===== config.mk =====
export PLATFORM = sky130hd
export DESIGN_NAME = http_request_uri_recognizer
export DESIGN_NICKNAME = d
export VERILOG_FILES = /design/src/hw/rtl/hrur_pkg.sv /design/src/hw/rtl/http_request_uri_recognizer.sv /design/src/hw/rtl/hrur_char_class.sv /design/src/hw/rtl/hrur_next_state.sv
export SDC_FILE = /design/constraint.sdc
export NUM_CORES = 1
export LEC_CHECK = 0
export BUFFER_PORTS_ARGS = -buffer_cell sky130_fd_sc_hd__buf_2
export CORE_MARGIN = 2
export CORE_UTILIZATION = 54
export DETAILED_ROUTE_END_ITERATION = 6
export PLACE_DENSITY = 0.72
export REMOVE_ABC_BUFFERS = 1
export SLEW_MARGIN = 40
export SYNTH_ARGS = -nofsm -noshare
export SYNTH_HDL_FRONTEND = slang
export SYNTH_SLANG_ARGS = --single-unit

===== constraint.sdc =====
create_clock -name clk -period 5.4 [get_ports clk]
set_input_delay 0 -clock clk [delete_from_list [all_inputs] [get_ports clk]]
set_output_delay 0 -clock clk [all_outputs]
set_load 0.05 [all_outputs]

===== src/hw/rtl/hrur_pkg.sv =====
// shared types, state codes and character constants for the uri recognizer
`timescale 1ns / 1ps
`default_nettype none

package hrur_pkg;

  // default width of the byte position counter
  localparam int POSITION_BITS_DEF = 16;
  // width of the reported error position
  localparam int ERR_POS_W = 16;
  localparam int STATE_W = 5;

  // parser state codes
  typedef enum logic [STATE_W-1:0] {
    ST_START          = 5'd0,
    ST_G              = 5'd1,
    ST_GE             = 5'd2,
    ST_GET            = 5'd3,
    ST_P              = 5'd4,
    ST_PU             = 5'd5,
    ST_PUT            = 5'd6,
    ST_PO             = 5'd7,
    ST_POS            = 5'd8,
    ST_POST           = 5'd9,
    ST_SPACE          = 5'd10,
    ST_URI_START      = 5'd11,
    ST_SCHEME         = 5'd12,
    ST_SCHEME_COLON   = 5'd13,
    ST_REL_NOSCHEME   = 5'd14,
    ST_ROOTLESS       = 5'd15,
    ST_REL_PATH       = 5'd16,
    ST_SLASH_SLASH    = 5'd17,
    ST_AUTHORITY      = 5'd18,
    ST_REL_PATH_SLASH = 5'd19,
    ST_SEG_SLASH      = 5'd20,
    ST_ROOTLESS_SLASH = 5'd21,
    ST_SEGMENT        = 5'd22,
    ST_QUERY          = 5'd23,
    ST_FRAGMENT       = 5'd24,
    ST_ERROR          = 5'd25
  } state_t;

  // character class flags of one byte
  typedef struct packed {
    logic alpha;
    logic alnum;
    logic unreserved;
    logic subdelim;
    logic pchar_nc;
    logic pchar;
    logic scheme_ch;
    logic auth_ch;
    logic is_space;
    logic is_colon;
    logic is_slash;
    logic is_question;
    logic is_hash;
  } char_class_t;

  // method letters and delimiters
  localparam logic [7:0] CH_G        = 8'h47;
  localparam logic [7:0] CH_P        = 8'h50;
  localparam logic [7:0] CH_E        = 8'h45;
  localparam logic [7:0] CH_T        = 8'h54;
  localparam logic [7:0] CH_U        = 8'h55;
  localparam logic [7:0] CH_O        = 8'h4F;
  localparam logic [7:0] CH_S        = 8'h53;
  localparam logic [7:0] CH_SPACE    = 8'h20;
  localparam logic [7:0] CH_COLON    = 8'h3A;
  localparam logic [7:0] CH_SLASH    = 8'h2F;
  localparam logic [7:0] CH_QUESTION = 8'h3F;
  localparam logic [7:0] CH_HASH     = 8'h23;

endpackage

`default_nettype wire


===== src/hw/rtl/http_request_uri_recognizer.sv =====
// top level of the byte-serial http request line and uri recognizer
`timescale 1ns / 1ps
`default_nettype none

// Takes one byte of request text per transaction and checks the method
// (GET, PUT or POST), optional spaces and an rfc 3986 style uri. Every
// accepted byte gives exactly one registered result transaction, with
// the state code (25 = error), a sticky error flag with the index of the
// first rejected byte, and on the last byte the pass/fail verdict. A byte
// can be accepted in every cycle: the character decode and the state
// transition sit between the parser state registers and the result register,
// and the input stays ready unless a held result is not taken. first_byte
// restarts state, position and error; the position counter saturates.

module http_request_uri_recognizer
  import hrur_pkg::*;
#(
  parameter int POSITION_BITS = POSITION_BITS_DEF
) (
  input  logic                 clk,
  input  logic                 rst,
  // byte input channel
  input  logic                 in_valid,
  output logic                 in_ready,
  input  logic [7:0]           data_byte,
  input  logic                 first_byte,
  input  logic                 last_byte,
  // result channel
  output logic                 out_valid,
  input  logic                 out_ready,
  output logic [STATE_W-1:0]   parse_state,
  output logic                 error_seen,
  output logic [ERR_POS_W-1:0] error_position,
  output logic                 request_done,
  output logic                 request_ok
);

  localparam logic [POSITION_BITS-1:0] POS_MAX = {POSITION_BITS{1'b1}};

  // parser state
  state_t                   state;
  logic [POSITION_BITS-1:0] position;
  logic                     err_flag;
  logic [POSITION_BITS-1:0] err_index;

  // state seen by this byte after an optional restart
  state_t                   cur_state;
  logic [POSITION_BITS-1:0] cur_pos;
  logic                     cur_err;
  logic [POSITION_BITS-1:0] cur_idx;

  state_t                   state_next;
  logic [POSITION_BITS-1:0] position_next;
  logic                     err_flag_next;
  logic [POSITION_BITS-1:0] err_index_next;
  logic [POSITION_BITS+ERR_POS_W-1:0] idx_ext;

  char_class_t cls;
  logic        in_fire;

  assign in_fire  = in_valid && in_ready;
  assign in_ready = !out_valid || out_ready;

  // restart on the first byte of a request
  always_comb begin
    cur_state = first_byte ? ST_START : state;
    cur_pos   = first_byte ? '0 : position;
    cur_err   = first_byte ? 1'b0 : err_flag;
    cur_idx   = first_byte ? '0 : err_index;
  end

  hrur_char_class u_char_class (
    .data_byte (data_byte),
    .cls       (cls)
  );

  hrur_next_state u_next_state (
    .cur_state (cur_state),
    .data_byte (data_byte),
    .cls       (cls),
    .nxt_state (state_next)
  );

  // error capture and saturating position
  always_comb begin
    err_flag_next  = cur_err || (state_next == ST_ERROR);
    err_index_next = (!cur_err && (state_next == ST_ERROR)) ? cur_pos : cur_idx;
    position_next  = (cur_pos == POS_MAX) ? cur_pos : cur_pos + 1'b1;
    idx_ext        = {{ERR_POS_W{1'b0}}, err_index_next};
  end

  // parser state registers and result valid
  always_ff @(posedge clk) begin
    if (rst) begin
      state     <= ST_START;
      position  <= '0;
      err_flag  <= 1'b0;
      err_index <= '0;
      out_valid <= 1'b0;
    end else begin
      if (in_fire) begin
        state     <= state_next;
        position  <= position_next;
        err_flag  <= err_flag_next;
        err_index <= err_index_next;
        out_valid <= 1'b1;
      end else if (out_ready) begin
        out_valid <= 1'b0;
      end
    end
  end

  // result payload register
  always_ff @(posedge clk) begin
    if (in_fire) begin
      parse_state    <= state_next;
      error_seen     <= err_flag_next;
      error_position <= err_flag_next ? idx_ext[ERR_POS_W-1:0] : '0;
      request_done   <= last_byte;
      request_ok     <= last_byte && !err_flag_next;
    end
  end

endmodule

`default_nettype wire


===== src/hw/rtl/hrur_char_class.sv =====
// character class decoder for one request byte
`timescale 1ns / 1ps
`default_nettype none

module hrur_char_class
  import hrur_pkg::*;
(
  input  logic [7:0]  data_byte,
  output char_class_t cls
);

  logic alpha;
  logic digit;
  logic unreserved;
  logic subdelim;
  logic pchar_nc;

  // basic letter, digit and rfc 3986 sets
  always_comb begin
    alpha      = data_byte inside {[8'h41:8'h5A], [8'h61:8'h7A]};
    digit      = data_byte inside {[8'h30:8'h39]};
    // '-' '.' '_' '~'
    unreserved = alpha | digit | (data_byte inside {8'h2D, 8'h2E, 8'h5F, 8'h7E});
    // ! $ & ' ( ) * + , ; =
    subdelim   = data_byte inside {8'h21, 8'h24, [8'h26:8'h2C], 8'h3B, 8'h3D};
    // lone percent counts as escaped, plus '@'
    pchar_nc   = unreserved | subdelim | (data_byte inside {8'h25, 8'h40});
  end

  // derived classes and single delimiters
  always_comb begin
    cls.alpha       = alpha;
    cls.alnum       = alpha | digit;
    cls.unreserved  = unreserved;
    cls.subdelim    = subdelim;
    cls.pchar_nc    = pchar_nc;
    cls.is_colon    = data_byte == CH_COLON;
    cls.pchar       = pchar_nc | (data_byte == CH_COLON);
    // scheme chars: alnum, '+', '-', '.'
    cls.scheme_ch   = alpha | digit | (data_byte inside {8'h2B, 8'h2D, 8'h2E});
    // authority adds ':' '[' ']' to the path chars
    cls.auth_ch     = pchar_nc | (data_byte inside {CH_COLON, 8'h5B, 8'h5D});
    cls.is_space    = data_byte == CH_SPACE;
    cls.is_slash    = data_byte == CH_SLASH;
    cls.is_question = data_byte == CH_QUESTION;
    cls.is_hash     = data_byte == CH_HASH;
  end

endmodule

`default_nettype wire


===== src/hw/rtl/hrur_next_state.sv =====
// transition function of the method and uri automaton
`timescale 1ns / 1ps
`default_nettype none

module hrur_next_state
  import hrur_pkg::*;
(
  input  state_t      cur_state,
  input  logic [7:0]  data_byte,
  input  char_class_t cls,
  output state_t      nxt_state
);

  state_t uri_start;

  // first byte of the uri
  always_comb begin
    if (cls.alpha) begin
      uri_start = ST_SCHEME;
    end else if (cls.pchar_nc) begin
      uri_start = ST_REL_NOSCHEME;
    end else if (cls.is_slash) begin
      uri_start = ST_REL_PATH;
    end else if (cls.is_question) begin
      uri_start = ST_QUERY;
    end else if (cls.is_hash) begin
      uri_start = ST_FRAGMENT;
    end else begin
      uri_start = ST_ERROR;
    end
  end

  // next state per current state
  always_comb begin
    nxt_state = ST_ERROR;
    case (cur_state)
      ST_START: begin
        if (data_byte == CH_G) nxt_state = ST_G;
        else if (data_byte == CH_P) nxt_state = ST_P;
      end
      ST_G: if (data_byte == CH_E) nxt_state = ST_GE;
      ST_GE: if (data_byte == CH_T) nxt_state = ST_GET;
      ST_P: begin
        if (data_byte == CH_U) nxt_state = ST_PU;
        else if (data_byte == CH_O) nxt_state = ST_PO;
      end
      ST_PU: if (data_byte == CH_T) nxt_state = ST_PUT;
      ST_PO: if (data_byte == CH_S) nxt_state = ST_POS;
      ST_POS: if (data_byte == CH_T) nxt_state = ST_POST;
      ST_GET, ST_PUT, ST_POST, ST_SPACE: begin
        nxt_state = cls.is_space ? ST_SPACE : uri_start;
      end
      ST_URI_START: nxt_state = uri_start;
      ST_REL_NOSCHEME: begin
        if (cls.pchar_nc) nxt_state = ST_REL_NOSCHEME;
        else if (cls.is_slash) nxt_state = ST_REL_PATH_SLASH;
      end
      ST_ROOTLESS: begin
        if (cls.pchar) nxt_state = ST_ROOTLESS;
        else if (cls.is_slash) nxt_state = ST_ROOTLESS_SLASH;
      end
      ST_SCHEME: begin
        if (cls.scheme_ch) nxt_state = ST_SCHEME;
        else if (cls.is_colon) nxt_state = ST_SCHEME_COLON;
        else if (cls.pchar_nc) nxt_state = ST_REL_NOSCHEME;
        else if (cls.is_slash) nxt_state = ST_SLASH_SLASH;
      end
      ST_SCHEME_COLON: begin
        if (cls.is_slash) nxt_state = ST_SLASH_SLASH;
        else if (cls.pchar) nxt_state = ST_ROOTLESS;
        else if (cls.is_question) nxt_state = ST_QUERY;
        else if (cls.is_hash) nxt_state = ST_FRAGMENT;
      end
      ST_REL_PATH, ST_SLASH_SLASH: begin
        if (cls.is_slash) nxt_state = ST_AUTHORITY;
        else if (cls.pchar) nxt_state = ST_SEGMENT;
      end
      ST_AUTHORITY: begin
        if (cls.auth_ch) nxt_state = ST_AUTHORITY;
        else if (cls.is_question) nxt_state = ST_QUERY;
        else if (cls.is_hash) nxt_state = ST_FRAGMENT;
        else if (cls.is_slash) nxt_state = ST_SEG_SLASH;
      end
      ST_REL_PATH_SLASH, ST_SEG_SLASH, ST_ROOTLESS_SLASH: begin
        if (cls.pchar) nxt_state = ST_SEGMENT;
      end
      ST_SEGMENT: begin
        if (cls.pchar) nxt_state = ST_SEGMENT;
        else if (cls.is_slash) nxt_state = ST_SEG_SLASH;
        else if (cls.is_question) nxt_state = ST_QUERY;
        else if (cls.is_hash) nxt_state = ST_FRAGMENT;
      end
      ST_QUERY: begin
        if (cls.is_question || cls.is_slash || cls.pchar) nxt_state = ST_QUERY;
        else if (cls.is_hash) nxt_state = ST_FRAGMENT;
      end
      ST_FRAGMENT: begin
        if (cls.is_question || cls.is_slash || cls.pchar) nxt_state = ST_FRAGMENT;
      end
      default: nxt_state = ST_ERROR;
    endcase
  end

endmodule

`default_nettype wire


Word-level counts from Yosys, hierarchy flattened
Cells that the tools add are included.
{ "word_totals": {"register_bits": 63, "inputBits": 14, "out_inout_bits": 26, "wordCells": 146} }
{ "op_classes": {"add_sub_neg": 1, "magnitude_cmp": 8, "eq_ne": 51, "mux": 44, "bitwise": 7, "n_reduce_logical": 25} }
{ "op_table": {"columns": ["op", "n"], "rows": [
  ["5-bit 2-to-1 mux", 27],
  ["8-bit by 6-bit == test with 1-bit output (second input constant)", 13],
  ["8-bit by 7-bit == test with 1-bit output (second input constant)", 12],
  ["5-bit one-hot mux with 19 select lines", 1],
  ["16-bit 2-to-1 mux", 4],
  ["5-bit == test (second input constant)", 10],
  ["5-bit by 4-bit == test with 1-bit output (second input constant)", 8],
  ["4-bit 2-to-1 mux", 7],
  ["5-bit by 3-bit == test with 1-bit output (second input constant)", 4],
  ["16-bit by 1-bit adder with 16-bit output (second input constant)", 1],
  ["16-bit == test (second input constant)", 1],
  ["8-bit by 6-bit >= comparator with 1-bit output (second input constant)", 2],
  ["8-bit by 7-bit >= comparator with 1-bit output (second input constant)", 2],
  ["8-bit by 6-bit less-or-equal comparator with 1-bit output (second input constant)", 2],
  ["8-bit by 7-bit less-or-equal comparator with 1-bit output (second input constant)", 2],
  ["5-bit by 2-bit == test with 1-bit output (second input constant)", 2],
  ["1-bit logical AND", 7],
  ["1-bit bitwise OR", 7],
  ["2-bit nonzero test", 3],
  ["3-bit nonzero test", 2],
  ["5-bit by 1-bit == test with 1-bit output (second input constant)", 1],
  ["5-bit logical NOT", 1],
  ["1-bit 2-to-1 mux", 5],
  ["5-bit nonzero test", 1],
  ["6 further kinds", 11]
]} }

Logic depth before layout (Yosys ltp)
Gate-level depths: netlist of run 1.
{ "depth": {"word_depth": 15, "ltp_mapped": 14, "mapped_depth_nobuf": 10} }

Modules after synthesis
Synthesis of run 1 repeated with hierarchy kept, for this count alone.
{ "unflattened": {"hier_cells": 553, "area_unflattened_um2": 4639.4} }
{ "modules_own_cells": {"columns": ["module", "n_inst", "cells_per_inst", "area_each_um2", "seq_area_each_um2"], "rows": [
  ["http_request_uri_recognizer", 1, 299, 2957.8, 1501.4],
  ["hrur_next_state", 1, 181, 1164.9, 0.0],
  ["hrur_char_class", 1, 73, 516.7, 0.0]
]} }

Worst setup path after synthesis of run 1
No wires, ideal clock.
{ "synth_timing": {"path_type": "in2reg", "startpoint": "in first_byte", "endpoint": "reg position[11]", "arrival_time_ns": 3.132, "path_slack_ns": 2.140, "cell_stages": 14, "cell_sequence": "clkbuf_1 clkbuf_1 clkbuf_1 buf_1 buf_1 nor2_1 ha_1 nor4b_1 a41oi_1 and4_1 nand3_1 nor4_1 xor2_1 nor2_1"} }
{ "synth_via": {"elab_chain_cells": 3, "elab_cells_between_ends": 4, "classes_between": "add/sub (1); eq/ne (1); mux (2)"} }
{ "synth_lines": {"columns": ["item", "line", "source"], "rows": [
  ["start, declared", "http_request_uri_recognizer.sv:26", "input logic first_byte,"],
  ["16-bit 2-to-1 mux *", "http_request_uri_recognizer.sv:67", "cur_pos = first_byte ? '0 : position;"],
  ["16-bit by 1-bit adder with 16-bit output or 16-bit == test (tied branches)", "http_request_uri_recognizer.sv:88", "position_next = (cur_pos == POS_MAX) ? cur_pos : cur_pos + 1'b1;"],
  ["16-bit 2-to-1 mux *", "http_request_uri_recognizer.sv:88", null],
  ["end signal, assigned", "http_request_uri_recognizer.sv:103", "position <= position_next;"],
  ["end, declared", "http_request_uri_recognizer.sv:42", "logic [POSITION_BITS-1:0] position;"]
]} }
Every way passes the cells marked *; elsewhere a longest branch is shown, timed or not.
A chain may end at the register's enable or synchronous reset.

Worst setup path in the final report of run 1
{ "layout_timing": {"startpoint": "reg state[3]", "endpoint": "reg err_index[3]"} }
{ "layout_via": {"elab_chain_cells": 7, "elab_cells_between_ends": 33, "classes_between": "eq/ne (25); mux (3); reduce/logical (5)"} }
{ "layout_lines": {"columns": ["item", "line", "source"], "rows": [
  ["start, declared", "http_request_uri_recognizer.sv:41", "state_t state;"],
  ["start signal, assigned", "http_request_uri_recognizer.sv:102", "state <= state_next;"],
  ["5-bit 2-to-1 mux *", "http_request_uri_recognizer.sv:66", "cur_state = first_byte ? ST_START : state;"],
  ["5-bit by 2-bit == test with 1-bit output, or another cell as far along", "hrur_next_state.sv:36", "case (cur_state)"],
  ["4-bit OR reduction, or another cell as far along", "hrur_next_state.sv:36", null],
  ["5-bit one-hot mux with 19 select lines *", "hrur_next_state.sv:36", null],
  ["via state_next[4]", "http_request_uri_recognizer.sv:52", "state_t state_next;"],
  ["5-bit == test *", "http_request_uri_recognizer.sv:87", "err_index_next = (!cur_err && (state_next == ST_ERROR)) ? cur_pos : cur_idx;"],
  ["1-bit logical AND *", "http_request_uri_recognizer.sv:87", null],
  ["16-bit 2-to-1 mux *", "http_request_uri_recognizer.sv:87", null],
  ["end signal, assigned", "http_request_uri_recognizer.sv:105", "err_index <= err_index_next;"],
  ["end, declared", "http_request_uri_recognizer.sv:44", "logic [POSITION_BITS-1:0] err_index;"]
]} }
The timed path passes the listed nets; every way through them passes the cells marked *.

==> results.toml, run 1 <==
[status]
run_status = "completed"

[power_and_ir_drop]
clkPwrFrac = 0.355
switchingPower_uw = 394
switching_share = 0.324
p_leak_uw = 0.00168
p_int_uw = 824
share_comb_of_total_power = 0.203
seqPwrFrac = 0.442
irDropWorstVdd_mv = 0.149
power.density_mw_per_mm2 = 238

[critical_path]
critPathSlowestCell = "dfxtp_1"
crit_type = "register to register"
critPathArrivalTime_ns = 4.01
critical-path-top-delay-family = "compound AO/OA/AOI/OAI gates"
required_ns = 5.67
reg2reg_slack_ns = 1.65
critPathCaptureType = "register"
cpMostUsedCell = "a211oi_1"
start_kind = "register"
crit_path_max_incr_delay_ns = 0.79
cp_cell_sequence = "nor2b_1, nand3_1, a211oi_1, a211oi_1, o2111ai_2, o311a_1, nand4b_4, o21ai_0"
critPathBufInv = 0
crit_fanout = 22

[placed_design]
post-place-cells = 683
place_area_mm2 = 0.00486
place_hpwl_um = 8530
port_buffers = 39
dpl_worst_slack_ns = 1.76
finalWeightedCongestion = 0.959

[synthesis]
synthAdderAreaFrac = 0.00475
synth_xor_xnor_area_share = 0.0333
ys_ff_latch = 63
syn-cell-area_mm2 = 0.00474
synth.area.mux_share = 0.00211
synth-simple-area-share = 0.300
async_flop_share = 0
yosysSeqAreaShare = 0.317
ys.flop_type = "dfxtp_1"
synth-edff-count = 24
syn_avg_cell_area_um2 = 8.17
synth_compound_area_frac = 0.268
synth_top_family_by_area = "simple AND/OR/NAND/NOR gates"
ys_warn_count = 0
synth_cell_types = 81
syn_inst = 580

[finish]
finalNetCount = 605
layout-drive-gt1-share = 0.207
num_antenna_cells = 0
postLayoutCellArea_mm2 = 0.00512
nFillCells = 780
area_growth_syn_to_layout_pct = 8.06
final_cells = 703
postLayoutCoreUtil = 0.596

[sta]
worst_slack_ns = 1.65
finalClockSkew_ns = 0.0155
tns_ns = 0
fmax_mhz = 267
grt_setup_unrepaired = "false"
min_period_over_period = 0.694
maxSlewViolCount = 0
hold_viol = 0
worst_slew_pin_slew_ns = 0.952
setup_viol = 0
relSlewSlack = 0.360
period_minus_slack_ns = 3.75

[die]
die_x_um = 97.7
core-area_mm2 = 0.00859
dieArea_mm2 = 0.00954
start_util = 0.551
ios = 40
die_h_um = 97.7
std_cell_rows = 34

[global_routing]
antenna_found_initial = 0
grt_max_degree = 57
gr-total-overflow = 0
grtUsageTotal = 0.277
grt_pass1_wl_um = 21500
grt_pass1_vias = 4143

[clock_tree]
h-tree-depth = 3
cts_sinks = 63
clkSlewWorstSetupHoldPaths_ns = 0.07
clock_latency_ns = 0.35
holdBufCountCts = 3
cts_buffers = 9
clockBufferDepth = 2
cts_tree = "built"
cts-root-buf = "clkbuf_8"
cts_setup_buffers = 0
cts_resized = 0

[route]
routed_via_density = 6.52
drc = 0
finalWirelength_um = 13000
wl_per_cell_um = 18.5
drtIter0Drc = 528
drtPass1Iterations = 6
num_vias = 4587
drtAntennaViolNets = 0

[flow_run]
drv_cap = 0

[min_path]
min_path_type = "primary input to register"
## worst register-to-register path: cells and delay by family, from the launching register on
kind,cells,cell delay [ns]
compound gates,5,1.70
simple gates,3,1.18
flops,1,0.79
## kinds of logic (layout without fill, tap and decap cells)
group	after synthesis	in the layout
AOI/OAI and AO/OA	169	169
xor gates and xnor gates	18	18
adders and majority gates	2	2
buffers and inverters	76	91
DFF	63	63
muxes	1	1
and+or+nand+nor	251	251
## power by group through the flow
stage / Sequential, µW / Combinational [µW] / Clock, µW
floorplan: 583 / 115 / 0
global placement: 548 / 238 / 0
detailed placement: 548 / 240 / 0
CTS: 537 / 242 / 441
global route: 541 / 266 / 463
finish: 538 / 247 / 432
## layout by cell type (no fill, tap or decap), types with 4 or more instances in the layout
cell type / synthesis / layout
nor4_1: 9 / 9
edfxtp_1: 24 / 24
a211oi_1: 9 / 9
o21ai_2: 10 / 10
o21ai_0: 22 / 22
inv_1: 23 / 23
o211a_1: 16 / 16
and3_1: 6 / 6
a311oi_1: 4 / 4
buf_2: 12 / 38
and2_1: 4 / 4
or3b_2: 18 / 18
nor3_1: 11 / 11
nand2b_1: 6 / 6
nand3_1: 30 / 30
buf_4: 5 / 8
nor2b_1: 4 / 4
dfxtp_1: 39 / 38
a31o_2: 17 / 17
o21ai_1: 6 / 6
a21oi_1: 33 / 33
nor4b_1: 4 / 4
clkbuf_8: 0 / 13
nand2_1: 63 / 63
nor2_1: 46 / 46
xnor2_1: 8 / 8
nand3b_1: 20 / 20
xor2_1: 10 / 10
o211ai_1: 5 / 5
## state kept, by name, summed over array words and instances, names as in the netlist
register        count
parse_state         5
error_seen          1
error_position     16
request_ok          1
err_index          16
err_flag            1
state               5
request_done        1
out_valid           1
position           16
## layer usage
layer | part of all wire | GRT usage | routed length [µm]
met5 | 0 | 0 | 0
met4 | 0.019 | 0.0929 | 247
met3 | 0.097 | 0.0899 | 1260
met2 | 0.43 | 0.374 | 5530
met1 | 0.46 | 0.412 | 5940
## final timing paths
path,from,endpoint,depth (start not counted)
worst max-delay path,state[3],err_index[3],8
worst min-delay path,rst,position[1],2
worst max register to register,state[3],err_index[3],8
worst min register to register,position[11],err_index[11],2
## through the flow
step	hold slack (ns)	power [µW]
final	0.102	1220
after global routing	0.117	1270
after CTS	0.158	1220
after detailed placement	0.193	787
after global placement	0.194	786
after floorplan	0.0691	698
## synthesized netlist by cell type, types with 6 or more instances
| master | n | area [µm²] |
|---|---|---|
| o21ai_1 | 6 | 30.0 |
| a21oi_1 | 33 | 165 |
| o21ai_2 | 10 | 87.6 |
| nor3_1 | 11 | 55.1 |
| nand2b_1 | 6 | 37.5 |
| nand3_1 | 30 | 150 |
| nand3b_1 | 20 | 150 |
| xor2_1 | 10 | 87.6 |
| buf_1 | 6 | 22.5 |
| o21ai_0 | 22 | 110 |
| nand2_1 | 63 | 236 |
| o211a_1 | 16 | 160 |
| nor2_1 | 46 | 173 |
| edfxtp_1 | 24 | 721 |
| nor4_1 | 9 | 56.3 |
| or3b_2 | 18 | 158 |
| a31o_2 | 17 | 149 |
| clkbuf_1 | 23 | 86.3 |
| xnor2_1 | 8 | 70.1 |
| a211oi_1 | 9 | 67.6 |
| dfxtp_1 | 39 | 781 |
| buf_2 | 12 | 60.1 |
| and3_1 | 6 | 37.5 |
| inv_1 | 23 | 86.3 |
## layout make-up
cell class	count	area, µm²	share of cell area
timing repair buffer	50	292	0.0570
tap	108	135	0.0264
clock buffer	15	208	0.0406
multi-input combinational	441	2880	0.562
inverter	25	95.1	0.0186
clock inverter	1	7.51	0.00147
sequential	63	1500	0.294
No activity file was read; power rests on OpenSTA's default activity.
==> inputs of run 2 (changes only) <==
PLACE_DENSITY = 0.75   (was 0.72)
clock period = 3.24 ns   (was 5.4 ns; I/O delays follow)
==> results.toml, run 2 (synthesized netlist as in run 1, its figures left out) <==
[sta]
maxSlewViolCount = 0
worst_slew_pin_slew_ns = 0.794
period_minus_slack_ns = 3.05
tns_ns = 0
fmax_mhz = 328
setup_viol = 0
relSlewSlack = 0.464
finalClockSkew_ns = 0.00900
hold_viol = 0
min_period_over_period = 0.942
grt_setup_unrepaired = "false"
worst_slack_ns = 0.189

[route]
top_layer_used = "met4"
drtPass1Iterations = 5
wl_met3_um = 1550
met2WireLength_um = 6020
wl_per_cell_um = 19.0
met1Wirelength_um = 6230
routed_via_density = 6.47
drtAntennaViolNets = 0
finalWirelength_um = 13900
drtIter0Drc = 518
drc = 0
num_vias = 4750

[placed_design]
finalWeightedCongestion = 1.02
port_buffers = 39
place_hpwl_um = 9570
dpl_worst_slack_ns = 0.0880
place_area_mm2 = 0.00511

[critical_path]
required_ns = 3.35
critPathSlowestCell = "dfxtp_1"
crit_fanout = 11
crit_path_max_incr_delay_ns = 0.49
crit_type = "register to register"
critPathCaptureType = "register"
cpMostUsedCell = "buf_4"
critical-path-top-delay-family = "compound AO/OA/AOI/OAI gates"
critPathArrivalTime_ns = 3.16
cp_cell_sequence = "buf_4, nor4bb_1, a21oi_1, nor3_2, a211oi_1, o2111ai_2, o311a_1, buf_4, o21bai_1, nor2_1"
start_kind = "register"
critPathBufInv = 2

[global_routing]
grtUsageTotal = 0.292
grt_pass1_vias = 4325
antenna_found_initial = 0
grt_pass1_wl_um = 22600
grt_max_degree = 57
gr-total-overflow = 0

[finish]
postLayoutCellArea_mm2 = 0.00538
register_area_mm2 = 0.00150
num_antenna_cells = 0
finalNetCount = 636
area_growth_syn_to_layout_pct = 13.5
nFillCells = 758
reg.largest.list = "err_index x16, error_position x16, position x16"
layout-drive-gt1-share = 0.244
layout_commonest_cell = "nand2_1"
final_cell_mix = "nand2_1, nor2_1, dfxtp_1, buf_2, buf_4"
multi_input_area_mm2 = 0.00289

[clock_tree]
cts_sinks = 63
clock_latency_ns = 0.35
h-tree-depth = 3
clkSlewWorstSetupHoldPaths_ns = 0.07
clockBufferDepth = 2
cts-root-buf = "clkbuf_8"
cts_tree = "built"
cts_buffers = 9

[die]
die_h_um = 97.7
std_cell_rows = 34
die_x_um = 97.7
ios = 40
core-area_mm2 = 0.00859
dieArea_mm2 = 0.00954
start_util = 0.551

[flow_run]
drv_cap = 0

[min_path]
min_path_type = "primary input to register"

[power_and_ir_drop]
p_leak_uw = 0.00186
clkPwrFrac = 0.339
total_power_uw = 2070
share_comb_of_total_power = 0.238
power.density_mw_per_mm2 = 385
switching_share = 0.322
irDropWorstVdd_mv = 0.241
switchingPower_uw = 667
seqPwrFrac = 0.423
p_int_uw = 1400

[status]
run_status = "completed"
==> run 2: cell types whose count changed in the layout (fill, tap and decap cells not counted), sizes merged <==
cell	change
buf	+31
clkbuf	-2
bufinv	+1
clkinv	+1
==> run 2: path summary, 6_finish.rpt <==
kind              slack [ns]         start       endpoint  cells past startpoint
setup reg to reg        0.19      state[2]     request_ok                     10
hold reg to reg         0.51  position[13]  err_index[13]                      2
hold / removal          0.10           rst    position[0]                      2
setup / recovery        0.19      state[2]     request_ok                     10
==> run 2: repair_timing <==
item,CTS,global route
resized for setup,0,3
buffers inserted,0,2
hold buffers,3,0
setup endpoints to repair,0,34
endpoints found under the hold margin,3,0
==> run 2: per-layer routing <==
metal | track usage | vias up
met5 | 0 | -
met4 | 0.0502 | 0
met3 | 0.0806 | 13
met2 | 0.422 | 257
met1 | 0.441 | 2238
li1 | - | 2242
==> run 2: power by group through the flow <==
stage	sequential, µW	combinational [µW]	clock [µW]
after global placement	893	473	0
final	877	493	701
after floorplan	972	192	0
after detailed placement	894	473	0
after global routing	879	527	747
after CTS	876	478	709
==> run 2: area by class of cell <==
class,instances,share of cell area
Clock buffer,13,0.0296
Timing Repair Buffer,81,0.104
Inverter,25,0.0175
Clock inverter,3,0.00791
Multi-Input combinational cell,441,0.537
Tap cell,108,0.0251
Sequential cell,63,0.279
==> run 2: through the flow <==
| step | utilization | cells | hold slack (ns) |
|---|---|---|---|
| after floorplan | - | 529 | 0.0691 |
| after global placement | 0.594 | 713 | 0.191 |
| after detailed placement | 0.594 | 713 | 0.197 |
| after CTS | 0.621 | 732 | 0.243 |
| after global routing | 0.626 | 734 | 0.112 |
| final | 0.626 | 734 | 0.103 |
==> inputs of run 3 (changes only) <==
REMOVE_ABC_BUFFERS = unset   (was 1)
==> results.toml, run 3 (synthesized netlist as in run 1, its figures left out) <==
[route]
num_vias = 4775
drtAntennaViolNets = 0
finalWirelength_um = 14400
drtIter0Drc = 319
wl_per_cell_um = 19.5
routed_via_density = 6.47
drtPass1Iterations = 5
drc = 0

[clock_tree]
clockBufferDepth = 2
clkSlewWorstSetupHoldPaths_ns = 0.08
cts-root-buf = "clkbuf_8"
cts_tree = "built"
clock_latency_ns = 0.34
cts_sinks = 63
cts_buffers = 9
h-tree-depth = 3

[die]
die_x_um = 97.7
ios = 40
std_cell_rows = 34
die_h_um = 97.7
dieArea_mm2 = 0.00954
core-area_mm2 = 0.00859
start_util = 0.551

[placed_design]
place_area_mm2 = 0.00516
port_buffers = 39
place_hpwl_um = 9980
finalWeightedCongestion = 1.00

[sta]
hold_viol = 0
period_minus_slack_ns = 3.04
fmax_mhz = 329
setup_viol = 0
relSlewSlack = 0.528
grt_setup_unrepaired = "false"
tns_ns = 0
finalClockSkew_ns = 0.00866
min_period_over_period = 0.939
maxSlewViolCount = 0
worst_slew_pin_slew_ns = 0.707

[power_and_ir_drop]
clkPwrFrac = 0.339
share_comb_of_total_power = 0.235
p_leak_uw = 0.00185
seqPwrFrac = 0.427
irDropWorstVdd_mv = 0.195
p_int_uw = 1390
switchingPower_uw = 693
switching_share = 0.333
power.density_mw_per_mm2 = 384

[finish]
area_growth_syn_to_layout_pct = 14.5
postLayoutCellArea_mm2 = 0.00542
nFillCells = 739
multi_input_area_mm2 = 0.00290
register_area_mm2 = 0.00151
num_antenna_cells = 0
final_cell_mix = "nand2_1, nor2_1, buf_4, buf_2, dfxtp_1"
finalNetCount = 640
layout-drive-gt1-share = 0.262
reg.largest.list = "err_index x16, error_position x16, position x16"
layout_commonest_cell = "nand2_1"

[flow_run]
drv_cap = 0

[critical_path]
required_ns = 3.43
crit_type = "register to register"
start_kind = "register"
critPathArrivalTime_ns = 3.23
crit_fanout = 32
critPathCaptureType = "register"

[global_routing]
grt_max_degree = 57
grtUsageTotal = 0.298
grt_pass1_vias = 4536
antenna_found_initial = 0
gr-total-overflow = 0
grt_pass1_wl_um = 23100

[status]
run_status = "completed"

[min_path]
min_path_type = "primary input to register"

[synthesis]
syn_nets = 595
-- run 3: layer usage --
metal | up-vias | part of all wire | global-route usage
li1 | 2250 | - | -
met1 | 2273 | 0.39 | 0.365
met2 | 209 | 0.50 | 0.519
met3 | 43 | 0.063 | 0.0338
met4 | 0 | 0.042 | 0.145
met5 | - | 0 | 0
-- run 3: timing repair --
item | CTS | global route
endpoints found under the setup margin | 0 | 30
hold buffers | 3 | 0
endpoints found under the hold margin | 2 | 0
gates resized for setup | 0 | 6
buffers inserted | 0 | 1
-- run 3: final timing paths --
path | depth (start not counted) | to | slack [ns] | startpoint
min | 2 | position[0] | 0.12 | rst
max reg2reg | 11 | error_position[4] | 0.20 | state[3]
min reg2reg | 2 | err_index[6] | 0.52 | position[6]
max | 11 | error_position[4] | 0.20 | state[3]
-- run 3: area by class of cell --
cell class,instances,share of cell area
clock inverters,6,0.0129
repair buffers,85,0.106
inverters,25,0.0173
well taps,108,0.0249
multi-input cells,441,0.536
clock buffers,10,0.0254
flip-flops and latches,63,0.278
-- run 3: critical path, stage by stage, from the launching register on --
cell	delay, ns
dfxtp_1	0.47
buf_4	0.25
nor2b_1	0.34
nand3_1	0.29
a211oi_1	0.30
a211oi_1	0.10
o2111ai_2	0.26
o311a_1	0.28
buf_12	0.21
buf_4	0.16
nand3_1	0.07
a21oi_1	0.16
-- run 3: per-stage QoR --
step           setup WS [ns]  hold WS [ns]  power, µW  utilization  cells
3_3_place_gp          0.0225         0.191       1370        0.600    718
5_1_grt               0.0554         0.122       2160        0.631    738
4_1_cts               0.0331         0.259       2080        0.628    737
2_1_floorplan          0.124        0.0989       1240            -    580
3_5_place_dp          0.0488         0.199       1380        0.600    718
6_report               0.199         0.117       2080        0.631    738
-- run 3: power groups by stage --
stage,Combinational (µW),Sequential [µW],Clock [µW]
6_report,489,888,705
5_1_grt,518,893,748
4_1_cts,478,886,714
3_5_place_dp,472,904,0
3_3_place_gp,471,903,0
2_1_floorplan,284,952,0
